`src/rtl/core/rsmq_pkg.sv`:
```
// Shared types and constants for the repeat send message queue.
// Payload structs for the command and result words, codes and defaults.
// No dependencies.
package rsmq_pkg;

    localparam int QUEUE_DEPTH_C   = 8;
    localparam int MAX_MSG_BYTES_C = 32;
    localparam int TICK_DIVISOR_C  = 5;

    // request kinds
    localparam logic REQ_BYTE = 1'b0;
    localparam logic REQ_TICK = 1'b1;

    // result kinds
    localparam logic KIND_STATUS = 1'b0;
    localparam logic KIND_SEND   = 1'b1;

    // enqueue status codes
    localparam logic [1:0] ENQ_ACCEPTED = 2'd0;
    localparam logic [1:0] ENQ_FULL     = 2'd1;
    localparam logic [1:0] ENQ_TOO_LONG = 2'd2;

    typedef enum logic [2:0] {
        ST_IDLE,
        ST_DIV,
        ST_FIND,
        ST_COPY,
        ST_SCAN,
        ST_SEND
    } t_state;

    typedef struct packed {
        logic        req_type;
        logic [7:0]  data_byte;
        logic        byte_last;
        logic [7:0]  repeat_count;
        logic        reliable_flag;
        logic [31:0] tick_value;
    } t_in_item;

    typedef struct packed {
        logic       out_kind;
        logic [1:0] enqueue_status;
        logic [2:0] slot_index;
        logic       send_reliable;
        logic [7:0] send_byte;
        logic [5:0] send_length;
        logic [7:0] repeats_left;
        logic       result_last;
    } t_out_item;

endpackage

```
`src/rtl/core/rsmq_ram.sv`:
```
// Generic single write port, single read port RAM with registered read data.
// Used for the message holding buffer and the slot message store. No dependencies.
module rsmq_ram #(
    parameter int WIDTH = 8,
    parameter int DEPTH = 32,
    localparam int AW   = $clog2(DEPTH)
) (
    input  logic             i_clk,
    input  logic             i_we,
    input  logic [AW-1:0]    i_waddr,
    input  logic [WIDTH-1:0] i_wdata,
    input  logic [AW-1:0]    i_raddr,
    output logic [WIDTH-1:0] o_rdata
);

    logic [WIDTH-1:0] r_mem [DEPTH];
    logic [WIDTH-1:0] r_rdata;

    always_ff @(posedge i_clk) begin
        if (i_we) begin
            r_mem[i_waddr] <= i_wdata;
        end
        r_rdata <= r_mem[i_raddr];
    end

    assign o_rdata = r_rdata;

endmodule

```
`src/rtl/core/rsmq_mod_unit.sv`:
```
// Residue unit: tests a 32-bit tick count for divisibility by a constant divisor.
// Sums per-bit residues four bits a cycle, then folds the sum with compare and
// subtract steps before raising done. Depends on nothing else.
module rsmq_mod_unit #(
    parameter int TICK_DIVISOR = 5
) (
    input  logic        i_clk,
    input  logic        i_rst_n,
    input  logic        i_start,
    input  logic [31:0] i_dividend,
    output logic        o_done,
    output logic        o_zero
);

    // residue sum of all 32 bits stays below 32 * TICK_DIVISOR
    localparam int SW = $clog2(32 * TICK_DIVISOR + 1);
    localparam logic [3:0]    ACC_LAST = 4'd7;
    localparam logic [3:0]    RUN_LAST = 4'd12;
    localparam logic [SW-1:0] D1_C  = SW'(TICK_DIVISOR);
    localparam logic [SW-1:0] D2_C  = SW'(2 * TICK_DIVISOR);
    localparam logic [SW-1:0] D4_C  = SW'(4 * TICK_DIVISOR);
    localparam logic [SW-1:0] D8_C  = SW'(8 * TICK_DIVISOR);
    localparam logic [SW-1:0] D16_C = SW'(16 * TICK_DIVISOR);

    function automatic int pow2_mod(int pos);
        int v;
        v = 1 % TICK_DIVISOR;
        for (int k = 0; k < pos; k++) begin
            v = (v * 2) % TICK_DIVISOR;
        end
        return v;
    endfunction

    logic [SW-1:0] w_pow [32];
    logic          r_busy;
    logic          r_done;
    logic [3:0]    r_cnt;
    logic [31:0]   r_shift;
    logic [SW-1:0] r_acc;
    logic [SW-1:0] n_acc;
    logic [SW-1:0] sub_c;

    // residue of each bit weight
    for (genvar g = 0; g < 32; g++) begin : g_pow
        localparam int POW_C = pow2_mod(g);
        assign w_pow[g] = SW'(POW_C);
    end

    always_comb begin
        case (r_cnt)
            4'd8:    sub_c = D16_C;
            4'd9:    sub_c = D8_C;
            4'd10:   sub_c = D4_C;
            4'd11:   sub_c = D2_C;
            default: sub_c = D1_C;
        endcase
    end

    // first eight steps add nibble residues, the rest fold the sum below the divisor
    always_comb begin
        n_acc = r_acc;
        if (r_cnt <= ACC_LAST) begin
            for (int b = 0; b < 4; b++) begin
                if (r_shift[b]) begin
                    n_acc = n_acc + w_pow[{r_cnt[2:0], 2'(b)}];
                end
            end
        end else if (r_acc >= sub_c) begin
            n_acc = r_acc - sub_c;
        end
    end

    always_ff @(posedge i_clk) begin
        if (!i_rst_n) begin
            r_busy <= 1'b0;
            r_done <= 1'b0;
            r_cnt  <= '0;
        end else if (i_start) begin
            r_busy <= 1'b1;
            r_done <= 1'b0;
            r_cnt  <= '0;
        end else if (r_busy) begin
            r_cnt  <= r_cnt + 4'd1;
            r_busy <= (r_cnt != RUN_LAST);
            r_done <= (r_cnt == RUN_LAST);
        end else begin
            r_done <= 1'b0;
        end
    end

    always_ff @(posedge i_clk) begin
        if (i_start) begin
            r_shift <= i_dividend;
            r_acc   <= '0;
        end else if (r_busy) begin
            r_shift <= {4'd0, r_shift[31:4]};
            r_acc   <= n_acc;
        end
    end

    assign o_done = r_done;
    assign o_zero = (r_acc == '0);

endmodule

```
`src/rtl/core/repeat_send_message_queue_unit.sv`:
```
// Repeat send message queue, top level: slot table, sequencer and result register.
// Depends on rsmq_pkg, rsmq_ram and rsmq_mod_unit.
//
// A message byte word is taken whenever busy is low; busy stays low while a message is
// being gathered, so bytes may arrive back to back. The last byte of a message that
// is not too long starts the sequencer: a slot search, a copy of the held message
// into the slot store, then a send scan that sends the first pending message, if any.
// A message that is too long, or that finds no free slot, gives a status result only.
// A tick word runs the remainder unit and starts the send scan if the tick value is
// divisible by TICK_DIVISOR. The slot store and holding buffer are RAMs with one
// write port and one registered read port that move one byte per cycle. Results are
// presented for exactly one cycle on o_result with o_strobe high and cannot be held
// off by the receiver.
module repeat_send_message_queue_unit #(
    parameter int QUEUE_DEPTH   = rsmq_pkg::QUEUE_DEPTH_C,
    parameter int MAX_MSG_BYTES = rsmq_pkg::MAX_MSG_BYTES_C,
    parameter int TICK_DIVISOR  = rsmq_pkg::TICK_DIVISOR_C
) (
    input  logic                i_clk,
    input  logic                i_rst_n,
    input  logic                start,
    output logic                busy,
    input  rsmq_pkg::t_in_item  i_item,
    output logic                o_strobe,
    output rsmq_pkg::t_out_item o_result
);

    localparam int QW          = $clog2(QUEUE_DEPTH);
    localparam int MW          = $clog2(MAX_MSG_BYTES);
    localparam int CW          = $clog2(MAX_MSG_BYTES + 2);
    localparam int LW          = $clog2(MAX_MSG_BYTES + 1);
    localparam int STORE_DEPTH = QUEUE_DEPTH << MW;
    localparam logic [CW-1:0] MAX_C  = CW'(MAX_MSG_BYTES);
    localparam logic [QW-1:0] LAST_Q = QW'(QUEUE_DEPTH - 1);

    rsmq_pkg::t_state r_state, n_state;

    logic [7:0]    r_rep [QUEUE_DEPTH];
    logic          r_rel [QUEUE_DEPTH];
    logic [LW-1:0] r_len [QUEUE_DEPTH];

    logic [QW-1:0] r_sp;
    logic [QW-1:0] r_scan;
    logic [QW-1:0] r_steps;
    logic [QW-1:0] r_found;
    logic [CW-1:0] r_fill_cnt;
    logic          r_fill_open;
    logic [7:0]    r_new_reps;
    logic          r_new_rel;
    logic [CW-1:0] r_idx;
    logic          r_cp_vld;
    logic [MW-1:0] r_cp_j;
    logic [LW-1:0] r_cur_len;
    logic          r_cur_rel;
    logic [7:0]    r_cur_left;
    logic          r_ovld;
    rsmq_pkg::t_out_item r_out;

    logic          accept;
    logic [CW-1:0] eff_cnt;
    logic [CW-1:0] new_cnt;
    logic          too_long;
    logic [QW-1:0] rep_idx;
    logic [7:0]    rep_cur;
    logic          rep_zero;
    logic          scan_last;
    logic          copy_end;
    logic          send_end;
    logic          hold_we;
    logic          mod_start;
    logic          mod_done;
    logic          mod_zero;
    logic          store_we;
    logic [7:0]    hold_rdata;
    logic [7:0]    store_rdata;

    function automatic rsmq_pkg::t_out_item status_word(logic [1:0] status, logic [2:0] slot,
                                                        logic last);
        rsmq_pkg::t_out_item w;
        w                = '0;
        w.out_kind       = rsmq_pkg::KIND_STATUS;
        w.enqueue_status = status;
        w.slot_index     = slot;
        w.result_last    = last;
        return w;
    endfunction

    assign busy     = (r_state != rsmq_pkg::ST_IDLE);
    assign accept   = start && !busy;
    assign eff_cnt  = r_fill_open ? r_fill_cnt : '0;
    assign new_cnt  = (eff_cnt <= MAX_C) ? eff_cnt + CW'(1) : eff_cnt;
    assign too_long = (new_cnt > MAX_C);
    assign hold_we  = accept && (i_item.req_type == rsmq_pkg::REQ_BYTE) && (eff_cnt < MAX_C);
    assign mod_start = accept && (i_item.req_type == rsmq_pkg::REQ_TICK);

    assign rep_idx   = (r_state == rsmq_pkg::ST_FIND) ? r_scan : r_sp;
    assign rep_cur   = r_rep[rep_idx];
    assign rep_zero  = (rep_cur == 8'd0);
    assign scan_last = (r_steps == LAST_Q);
    assign copy_end  = (r_idx == r_fill_cnt);
    assign send_end  = (r_idx + CW'(1) == CW'(r_cur_len));
    assign store_we  = (r_state == rsmq_pkg::ST_COPY) && r_cp_vld;

    rsmq_mod_unit #(
        .TICK_DIVISOR(TICK_DIVISOR)
    ) u_mod (
        .i_clk      (i_clk),
        .i_rst_n    (i_rst_n),
        .i_start    (mod_start),
        .i_dividend (i_item.tick_value),
        .o_done     (mod_done),
        .o_zero     (mod_zero)
    );

    rsmq_ram #(
        .WIDTH(8),
        .DEPTH(MAX_MSG_BYTES)
    ) u_hold (
        .i_clk   (i_clk),
        .i_we    (hold_we),
        .i_waddr (eff_cnt[MW-1:0]),
        .i_wdata (i_item.data_byte),
        .i_raddr (r_idx[MW-1:0]),
        .o_rdata (hold_rdata)
    );

    rsmq_ram #(
        .WIDTH(8),
        .DEPTH(STORE_DEPTH)
    ) u_store (
        .i_clk   (i_clk),
        .i_we    (store_we),
        .i_waddr ({r_found, r_cp_j}),
        .i_wdata (hold_rdata),
        .i_raddr ({r_sp, r_idx[MW-1:0]}),
        .o_rdata (store_rdata)
    );

    always_ff @(posedge i_clk) begin
        if (!i_rst_n) begin
            r_state <= rsmq_pkg::ST_IDLE;
        end else begin
            r_state <= n_state;
        end
    end

    always_comb begin
        n_state = r_state;
        case (r_state)
            rsmq_pkg::ST_IDLE: begin
                if (accept) begin
                    if (i_item.req_type == rsmq_pkg::REQ_TICK) begin
                        n_state = rsmq_pkg::ST_DIV;
                    end else if (i_item.byte_last && !too_long) begin
                        n_state = rsmq_pkg::ST_FIND;
                    end
                end
            end
            rsmq_pkg::ST_DIV: begin
                if (mod_done) begin
                    n_state = mod_zero ? rsmq_pkg::ST_SCAN : rsmq_pkg::ST_IDLE;
                end
            end
            rsmq_pkg::ST_FIND: begin
                if (rep_zero) begin
                    n_state = rsmq_pkg::ST_COPY;
                end else if (scan_last) begin
                    n_state = rsmq_pkg::ST_IDLE;
                end
            end
            rsmq_pkg::ST_COPY: begin
                if (copy_end) begin
                    n_state = rsmq_pkg::ST_SCAN;
                end
            end
            rsmq_pkg::ST_SCAN: begin
                if (!rep_zero) begin
                    n_state = rsmq_pkg::ST_SEND;
                end else if (scan_last) begin
                    n_state = rsmq_pkg::ST_IDLE;
                end
            end
            rsmq_pkg::ST_SEND: begin
                if (send_end) begin
                    n_state = rsmq_pkg::ST_IDLE;
                end
            end
            default: begin
                n_state = rsmq_pkg::ST_IDLE;
            end
        endcase
    end

    // control registers
    always_ff @(posedge i_clk) begin
        if (!i_rst_n) begin
            for (int i = 0; i < QUEUE_DEPTH; i++) begin
                r_rep[i] <= 8'd0;
                r_rel[i] <= 1'b0;
            end
            r_sp        <= '0;
            r_fill_cnt  <= '0;
            r_fill_open <= 1'b0;
            r_cp_vld    <= 1'b0;
            r_ovld      <= 1'b0;
        end else begin
            case (r_state)
                rsmq_pkg::ST_IDLE: begin
                    r_ovld <= accept && (i_item.req_type == rsmq_pkg::REQ_BYTE) &&
                              i_item.byte_last && too_long;
                    if (accept && (i_item.req_type == rsmq_pkg::REQ_BYTE)) begin
                        r_fill_cnt  <= new_cnt;
                        r_fill_open <= !i_item.byte_last;
                    end
                end
                rsmq_pkg::ST_FIND: begin
                    r_cp_vld <= 1'b0;
                    r_ovld   <= !rep_zero && scan_last;
                end
                rsmq_pkg::ST_COPY: begin
                    r_cp_vld <= !copy_end;
                    r_ovld   <= copy_end;
                    if (copy_end) begin
                        r_rep[r_found] <= r_new_reps;
                        r_rel[r_found] <= r_new_rel;
                    end
                end
                rsmq_pkg::ST_SCAN: begin
                    r_ovld <= 1'b0;
                    if (!rep_zero) begin
                        r_rep[r_sp] <= rep_cur - 8'd1;
                    end else begin
                        r_sp <= (r_sp == LAST_Q) ? '0 : r_sp + QW'(1);
                    end
                end
                rsmq_pkg::ST_SEND: begin
                    r_ovld <= 1'b1;
                end
                default: begin
                    r_cp_vld <= 1'b0;
                    r_ovld   <= 1'b0;
                end
            endcase
        end
    end

    // datapath registers
    always_ff @(posedge i_clk) begin
        case (r_state)
            rsmq_pkg::ST_IDLE: begin
                r_scan  <= r_sp;
                r_steps <= '0;
                r_idx   <= '0;
                r_out   <= status_word(rsmq_pkg::ENQ_TOO_LONG, 3'd0, 1'b1);
                if (i_item.reliable_flag || (i_item.repeat_count == 8'd0)) begin
                    r_new_reps <= 8'd1;
                end else begin
                    r_new_reps <= i_item.repeat_count;
                end
                r_new_rel <= i_item.reliable_flag;
            end
            rsmq_pkg::ST_DIV: begin
                r_steps <= '0;
            end
            rsmq_pkg::ST_FIND: begin
                r_found <= r_scan;
                r_idx   <= '0;
                r_scan  <= (r_scan == LAST_Q) ? '0 : r_scan + QW'(1);
                r_steps <= r_steps + QW'(1);
                r_out   <= status_word(rsmq_pkg::ENQ_FULL, 3'd0, 1'b1);
            end
            rsmq_pkg::ST_COPY: begin
                if (copy_end) begin
                    r_len[r_found] <= r_fill_cnt[LW-1:0];
                    r_steps        <= '0;
                    r_out          <= status_word(rsmq_pkg::ENQ_ACCEPTED, 3'(r_found), 1'b0);
                end else begin
                    r_cp_j <= r_idx[MW-1:0];
                    r_idx  <= r_idx + CW'(1);
                end
            end
            rsmq_pkg::ST_SCAN: begin
                r_steps    <= r_steps + QW'(1);
                r_idx      <= '0;
                r_cur_left <= rep_cur - 8'd1;
                r_cur_rel  <= r_rel[r_sp];
                r_cur_len  <= r_len[r_sp];
            end
            rsmq_pkg::ST_SEND: begin
                r_idx <= r_idx + CW'(1);
                r_out.out_kind       <= rsmq_pkg::KIND_SEND;
                r_out.enqueue_status <= rsmq_pkg::ENQ_ACCEPTED;
                r_out.slot_index     <= 3'(r_sp);
                r_out.send_reliable  <= r_cur_rel;
                r_out.send_byte      <= 8'd0;
                r_out.send_length    <= 6'(r_cur_len);
                r_out.repeats_left   <= r_cur_left;
                r_out.result_last    <= send_end;
            end
            default: begin
                r_idx <= '0;
            end
        endcase
    end

    // send bytes come straight from the store read register
    always_comb begin
        o_result = r_out;
        if (r_out.out_kind == rsmq_pkg::KIND_SEND) begin
            o_result.send_byte = store_rdata;
        end
    end

    assign o_strobe = r_ovld;

endmodule

```
`config.mk`:
```
export PLATFORM = sky130hd
export DESIGN_NAME = repeat_send_message_queue_unit
export DESIGN_NICKNAME = d
export VERILOG_FILES = /design/src/rtl/core/rsmq_pkg.sv /design/src/rtl/core/rsmq_ram.sv /design/src/rtl/core/rsmq_mod_unit.sv /design/src/rtl/core/repeat_send_message_queue_unit.sv
export SDC_FILE = /design/constraint.sdc
export NUM_CORES = 2
export LEC_CHECK = 0
export ABC_AREA = 1
export BUFFER_PORTS_ARGS = -buffer_cell sky130_fd_sc_hd__buf_2
export CAP_MARGIN = 20
export CORE_MARGIN = 4
export CORE_UTILIZATION = 44
export CTS_BUF_LIST = sky130_fd_sc_hd__clkbuf_4 sky130_fd_sc_hd__clkbuf_8
export CTS_CLUSTER_SIZE = 16
export DETAILED_ROUTE_END_ITERATION = 12
export SLEW_MARGIN = 15
export SYNTH_ARGS = -nofsm -noshare
export SYNTH_HDL_FRONTEND = slang
export SYNTH_SLANG_ARGS = --single-unit
```
`constraint.sdc`:
```
create_clock -name i_clk -period 6.15 [get_ports i_clk]
set_input_delay 1.23 -clock i_clk [delete_from_list [all_inputs] [get_ports i_clk]]
set_output_delay 1.23 -clock i_clk [all_outputs]
set_load 0.02 [all_outputs]
```
==> results.ini <==
[clock_network]
cts_num_sinks=2567
cts_post_setup_buffers_inserted=0
worst_setup_hold_path_clk_slew_ns=0.06
clock_insertion_delay_worst_skew_ns=1.07
clock-root-buffer=clkbuf_8
tritoncts.num_buffers=425
cts-resized-gates=0
cts_hold_buffers=0
h_tree_levels=5
tritoncts_clock_tree=built
ctsLongestPathBuffers=4

[global_routing]
antenna_found_initial=6
first_global_vias=69000
grt_first_pass_wirelength_um=436000
globalRouteTotalUtil_pct=23.4
globalRoute.totalOverflow=0
grt_max_degree=244

[yosys]
ys_dominant_reg_cell=edfxtp_1
ys.warnings.count=0
synthesis.instances=8629
ys_seq_elements=2567
netlist_area_um2=104000
synth-seq-area-share_pct=73.5
synth_nets=8712
synthArstFlopShare_pct=0
synth_cell_type_count=52
synth_enable_flop_cells=2514
synth.avg_cell_area_um2=12.1

[sta]
timing.final.crit_period_ns=4.23
fin_skew_ns=0.112
tns_ns=0
post-route-worst-setup-slack_ns=1.92
min_period_over_period_pct=68.8
max_slew_margin_pct=19.9
final-max-slew-violation-count=0
maximum_frequency_from_static_timing_analysis_ghz=0.236
finalHoldWorstSlack_ns=0.391
tightest_slew_ns=1.20
timing.final.hold_violations=0
rsz0062_at_grt=false
setup-violations-final=0

[worst_setup_path]
cp.required_ns=7.15
arrival_time_at_the_worst_endpoint_ns=5.23
worst_path_maximum_fanout=198
cp-end-kind=flop
setup.worst_path.class=flop to flop
timing.critical_path.from_type=flop

[route]
drc=0
ant_nets=0
first_iter_violations=8962
vias=70300
vias_per_cell=5.79
dr.pass1.iters=8
route.detailed.wl_per_inst_um=24.3
wirelength_um=295000

[power]
peakVddDrop_mv=0.425
cellPowerDensity_nw_per_um2=437
power.static_leakage_nw=39.0
finalPower_mw=50.5

[status]
outcome=finished clean

[layout]
layout.cell_area.non_filler_um2=116000
layout.filler_cells=20700
mostFrequentLayoutCell=edfxtp_1
instances_no_fill=12100
final_net_count=8726
most-common-layout-cells=edfxtp_1 (2,514), nor2_1 (1,688), o21ai_0 (1,263), nand2_1 (883), o22ai_1 (592)
regArea_um2=76600
finalCoreUtilization_pct=49.1
layout_cells_sized_above_1_pct=10.3
multiInputGateArea_um2=24700
area_growth_synth_to_finish_pct=10.9

[die]
top_level_ports=86
rows=178
die_h_um=495
design.core.area_um2=235000
dieWidth_um=495
initial_utilization_pct=44.3
fp.dieArea_um2=245000

[run]
cap_violations=0

[placed_design]
dpl-instance-area_um2=107000
port_buffers=85
dpl_cells=11400
dp_worst_setup_slack_ns=2.09
place_hpwl_um=167000
globalplace.congestion=0.898

[hold_path]
holdCritPathClass=input pin to flop

cell usage after synthesis (all sizes together) (2+ instances only):
master,n,area share [%]
a21oi,62,0.30
a31oi,11,0.066
buf,94,0.44
clkbuf,487,1.8
dfxtp,53,1.0
edfxtp,2514,72
ha,28,0.34
inv,206,0.75
nand2,934,3.5
nand3,576,2.8
nand3b,3,0.022
nand4,9,0.054
nor2,1716,6.3
nor3,20,0.096
o2111ai,2,0.017
o211ai,2,0.014
o21ai,1273,6.2
o221ai,8,0.067
o22ai,592,3.6
or2,14,0.084
xnor2,4,0.034
xor2,10,0.084
area by class of cell:
class	instances	area share [%]
flip-flops and latches	2567	66.2
multi-input cells	5274	21.3
clock buffers	553	5.97
well taps	3150	3.41
repair buffers	168	1.18
clock inverters	207	1.16
inverters	207	0.703
diodes	7	0.0152
path summary, 6_finish.rpt:
kind              cells past startpoint  slack [ns]                     endpoint                       startpoint
setup / recovery                     11        1.92   u_store.o_rdata[6]$_DFF_P_           r_idx[0]$_SDFFCE_PP0P_
hold / removal                        1        0.39          r_new_rel$_DFFE_PP_                       i_item[32]
setup reg to reg                     11        1.92   u_store.o_rdata[6]$_DFF_P_           r_idx[0]$_SDFFCE_PP0P_
hold reg to reg                       2        0.49  u_mod.r_shift[25]$_DFFE_PP_  u_mod.r_shift[29]$_SDFFCE_PN0P_
cells by family (layout without fill, tap and decap cells):
logic type / count (synthesis) / after routing / synth area share, %
adder cells (fa/ha/maj): 29 / 29 / 0.355
XOR/XNOR: 14 / 14 / 0.118
AO/OA/AOI/OAI: 1956 / 1956 / 10.2
AND/OR/NAND/NOR: 3275 / 3275 / 12.9
flip-flops: 2567 / 2567 / 73.5
buffers and inverters: 788 / 1135 / 2.95
other: 0 / 7 / 0
worst max-delay path, cell delays in order, from the launching register on:
cell and delay, ns:
edfxtp_1 0.56, buf_12 0.50, buf_12 0.51, o21ai_0 0.24
o22ai_1 0.38, nand2_1 0.11, nand3_1 0.14, nand3_1 0.16
nand3_1 0.18, nand3_1 0.26, a21oi_1 0.52, or2_2 0.19
registers in the layout (all words and copies together) (netlist names), 3 cells and up:
name	cells
r_found	3
r_cur_left	8
r_sp	3
r_steps	3
r_fill_cnt	6
u_store.r_mem	2048
r_idx	6
u_mod.r_cnt	4
o_result	22
r_len	48
r_cp_j	5
r_state	3
r_rep	64
u_hold.o_rdata	8
r_scan	3
u_hold.r_mem	256
r_rel	8
u_store.o_rdata	8
u_mod.r_acc	8
r_new_reps	8
r_cur_len	6
u_mod.r_shift	32
power by group:
part	switching [mW]	internal (mW)	total [mW]	leakage (nW)
clock	6.74	8.00	14.7	4.36
sequential	0.851	21.7	22.6	23.3
combinational	10.1	3.10	13.2	11.3
per-layer routing:
layer  wire [µm]  part of all wire, %  global-route usage (%)
met1      121000                   41                    32.7
met2      134000                   45                    36.0
met3       27200                  9.2                    4.82
met4       12300                  4.2                    9.65
met5           0                    0                       0
Power figures use the tool's default switching activity.
